--- src/sv/sorted_insertion_table_defines.svh ---
// assertion macros shared by the table's checks
`ifndef SORTED_INSERTION_TABLE_DEFINES_SVH
`define SORTED_INSERTION_TABLE_DEFINES_SVH

// same-cycle implication on clk, off while in reset
`define SIT_ASSERT_NOW(lbl, ante, cons, msg) \
    lbl: assert property (@(posedge clk) disable iff (!rst_n) (ante) |-> (cons)) \
        else $error(msg);

// next-cycle implication on clk, off while in reset
`define SIT_ASSERT_NEXT(lbl, ante, cons, msg) \
    lbl: assert property (@(posedge clk) disable iff (!rst_n) (ante) |=> (cons)) \
        else $error(msg);

`endif

--- src/sv/sit_pkg.sv ---
package sit_pkg;

    localparam int CAPACITY   = 16;
    localparam int TEXT_CHARS = 8;

    localparam int KEY_W  = 32;
    localparam int IN_TEXT_W = 64;
    localparam int TEXT_W = 8 * TEXT_CHARS;
    localparam int CNT_W  = $clog2(CAPACITY + 1);
    localparam int IDX_W  = (CAPACITY > 1) ? $clog2(CAPACITY) : 1;

    // command codes
    localparam logic CMD_INSERT = 1'b0;
    localparam logic CMD_READ   = 1'b1;

    // result status codes
    localparam logic [1:0] ST_INSERTED = 2'd0;
    localparam logic [1:0] ST_RECORD   = 2'd1;
    localparam logic [1:0] ST_FULL     = 2'd2;
    localparam logic [1:0] ST_EMPTY    = 2'd3;

    // cell operations
    localparam logic [1:0] OP_HOLD = 2'd0;
    localparam logic [1:0] OP_INS  = 2'd1;
    localparam logic [1:0] OP_ROT  = 2'd2;

    typedef struct packed {
        logic signed [KEY_W-1:0] key;
        logic [TEXT_W-1:0]       first_text;
        logic [TEXT_W-1:0]       second_text;
    } rec_t;

    // broadcast from control to every cell
    typedef struct packed {
        logic [1:0]              op;
        logic [CNT_W-1:0]        count;
        logic signed [KEY_W-1:0] key;
    } cell_ctl_t;

endpackage

--- src/sv/sit_cell.sv ---
module sit_cell
    import sit_pkg::*;
(
    input  logic             clk,
    input  logic [IDX_W-1:0] idx,
    input  cell_ctl_t        ctl,
    input  rec_t             new_rec,
    input  logic             prev_less,
    input  rec_t             left_rec,
    input  rec_t             right_rec,
    input  rec_t             wrap_rec,
    output logic             less,
    output rec_t             rec
);

    rec_t rec_reg;
    rec_t rec_next;
    logic occupied;
    logic is_tail;

    // occupancy and tail position from the shared count
    assign occupied = CNT_W'(idx) < ctl.count;
    assign is_tail  = (CNT_W'(idx) + CNT_W'(1)) == ctl.count;

    // stored key sorts ahead of the incoming key
    assign less = occupied && (rec_reg.key < ctl.key);

    // insert shifts right from the slot, read-out rotates left over the filled cells
    always_comb
    begin
        rec_next = rec_reg;
        case (ctl.op)
            OP_INS:
            begin
                if (!less)
                begin
                    rec_next = prev_less ? new_rec : left_rec;
                end
            end
            OP_ROT:
            begin
                if (occupied)
                begin
                    rec_next = is_tail ? wrap_rec : right_rec;
                end
            end
            default:
            begin
                rec_next = rec_reg;
            end
        endcase
    end

    always_ff @(posedge clk)
    begin
        rec_reg <= rec_next;
    end

    assign rec = rec_reg;

endmodule

--- config.mk ---
export PLATFORM = sky130hd
export DESIGN_NAME = sit_cell
export DESIGN_NICKNAME = d
export VERILOG_FILES = /design/src/sv/sorted_insertion_table_defines.svh /design/src/sv/sit_pkg.sv /design/src/sv/sit_cell.sv
export SDC_FILE = /design/constraint.sdc
export NUM_CORES = 1
export LEC_CHECK = 0
export ABC_AREA = 1
export BUFFER_PORTS_ARGS = -buffer_cell sky130_fd_sc_hd__buf_2
export CAP_MARGIN = 25
export CORE_AREA = 2 2 330 332
export DETAILED_ROUTE_END_ITERATION = 8
export DIE_AREA = 0 0 332 334
export PLACE_DENSITY = 0.37
export SETUP_SLACK_MARGIN = 0.4
export SYNTH_ARGS = -nofsm -noshare
export SYNTH_HDL_FRONTEND = slang
export SYNTH_SLANG_ARGS = --single-unit
--- constraint.sdc ---
create_clock -name clk -period 5.9 [get_ports clk]
set_clock_uncertainty 0.2 [all_clocks]
set_input_delay 1.18 -clock clk [delete_from_list [all_inputs] [get_ports clk]]
set_output_delay 1.18 -clock clk [all_outputs]
set_load 0.1 [all_outputs]
==> flow_summary.ini <==
[sta]
fmax_ghz = 0.2236
rsz0062_at_grt = false
finalCritPeriodShare_pct = 75.80
post-route-min-period_ns = 4.472
hold_violations = 0
finalMaxSlewViolations = 0
setup_tns_ns = 0
fin_hold_ws_ns = 0.8238
fin_ws_ns = 1.428
slew_headroom_pct = 36.74
max_slew.worst_pin.slew_ns = 0.9489
finalSetupViolCount = 0

[critical_path]
path_cells = buf_2, inv_1, ha_1, a21oi_1, o21a_1, nand2_1, nand2_1, nand2_1, nand2_1, nand2_1, nand2_1, nand3_1, inv_1, buf_2
cp.required_ns = 4.52
critPathMaxStageDelay_ns = 0.43
startpoint = ctl[5]
path_class = in2out
end_kind = output port
cp_slowest_cell = buf_2
cp-start-kind = input port
crit_arrival_ns = 3.09
cp_common_cell = nand2_1
rr_startpoint = rec[129]$_DFFE_PP_
crit_fanout = 2
r2r_slack_ns = 2.58

[power]
peakVddDrop_mv = 0.1872
p_leak_nw = 8.245
powerDensity_mw_per_mm2 = 255.4
p_total_mw = 4.392

[cells_and_area]
final_cells = 3615
fin_nets = 2904
largest_reg_flops = 160
design_area_sq_mm = 0.01720
utilization_pct = 15.95
area_delta_synth_final_pct = 60.01
layout-drive-gt1-share_pct = 41.21

[die]
die_h_um = 334
initial_utilization_pct = 9.970
ios = 846
core_sq_mm = 0.1078
die_area_sq_mm = 0.1109
rows = 121
die_x_um = 332

[placed_design]
portBuffers = 845
place_inst = 3578
hpwlAfterDp_mm = 52.60
dpl-instance-area_sq_mm = 0.01659
dpl_worst_slack_ns = 1.333
place_congestion = 0.8988

[grt]
grt_pass1_wl_mm = 90.43
grt_max_degree = 146
grt_pass1_vias = 12950
antenna_found_initial = 19
grt_use_total_pct = 11.36
globalRouteOverflowTotal = 0

[synth]
yosys-top-cells-count = nand2_1 (358), inv_1 (207), a21oi_1 (176)
synth_async_sr_flop_share_pct = 0
postSynthCellCount = 1398
synth_largest_area_cell = edfxtp_1
ys_seq_area_share_pct = 44.71
synthDominantCellAreaShare_pct = 44.71
syn_area_sq_mm = 0.01075
synth.most_common_cell = nand2_1
synth_edf_count = 160
syn_nets = 2119
syn_area_per_cell_sq_um = 7.687
synth_seq_cells = 160
ys_top_cells_by_area = edfxtp_1 (45%), nand2_1 (13%), a31oi_1 (9.3%)
ys_types = 21
yosysWarnings = 0
synthFlopType = edfxtp_1

[clocking]
cts_max_path_buffers = 2
path_clk_slew_ns = 0.08
hold_buffers = 0
cts_inserted_buffers = 17
cts-root-buf = clkbuf_16
clock_latency_ns = 0.49
post_cts_buffers = 0
cts.repair.resized = 0
cts_tree = built
clock-sinks = 160
htree_levels = 4

[flow_run]
drv_cap = 0

[drt]
routed_wl_mm = 65.50
ant_nets = 0
dr.first_iter.drc_count = 586
wire_per_inst_um = 18.12
routed_via_density = 3.607
drc = 0
vias = 13040
drt_pass1_iterations = 5

[worst_hold_path]
worstHoldPathType = in2reg
min_from = wrap_rec[69]

[status]
status = complete, no violations
[area by class of cell]
cell class / count / area [sq um]
Antenna cell: 5 / 12.51
Clock buffer: 19 / 432.9
Clock inverter: 13 / 163.9
Fill cell: 12580 / 90600
Inverter: 209 / 794.5
Multi-Input combinational cell: 926 / 4698
Sequential cell: 160 / 4805
Tap cell: 1414 / 1769
Timing Repair Buffer: 869 / 4519
[logic make-up (layout without fill, tap and decap cells)]
logic type | after synthesis | count (layout) | synth area share, %
fa+ha+maj | 36 | 36 | 4.191
other cells | 0 | 5 | 0
simple gates | 382 | 382 | 13.54
compound gates | 505 | 505 | 25.44
buf+inv | 312 | 1110 | 11.86
flops | 160 | 160 | 44.71
xor+xnor | 2 | 2 | 0.1630
mux | 1 | 1 | 0.09315
[worst paths after layout]
kind,to,cells after the start
min,rec[69]$_DFFE_PP_,3
min reg2reg,rec[157]$_DFFE_PP_,5
max,less,14
max reg2reg,rec[135]$_DFFE_PP_,16
[layer usage]
| layer | GRT usage [%] | wire length [um] |
|---|---|---|
| met1 | 13.48 | 27000 |
| met2 | 19.54 | 32440 |
| met3 | 3.241 | 4445 |
| met4 | 3.878 | 1586 |
| met5 | 0 | 23 |
[where the power goes]
group          internal, mW  total [mW]  switching [mW]
combinational         0.397        1.72            1.33
sequential             1.41        1.46          0.0464
clock                 0.665        1.21           0.546
total                  2.47        4.39            1.92
[worst max-delay path: cells and delay by family]
kind            cells  cell delay [ns]
simple gates        7             0.72
buf+inv             4             0.63
fa+ha+maj           1             0.30
compound gates      2             0.27
[placed cells by master (no fill, tap or decap), types with 3 or more instances in the layout]
master,synthesis,routed
buf_2,17,844
nand2_1,358,355
inv_1,207,207
a21oi_1,176,176
o21ai_0,165,165
a31oi_1,160,160
edfxtp_1,160,160
ha_1,36,36
clkbuf_16,0,17
buf_4,0,16
nor2_1,13,13
nand3_1,8,8
buf_12,0,8
diode_2,0,5
clkinvlp_4,0,4
inv_6,0,3
clkinv_4,0,3
bufinv_16,0,3
No activity file was read; power rests on OpenSTA's default activity.
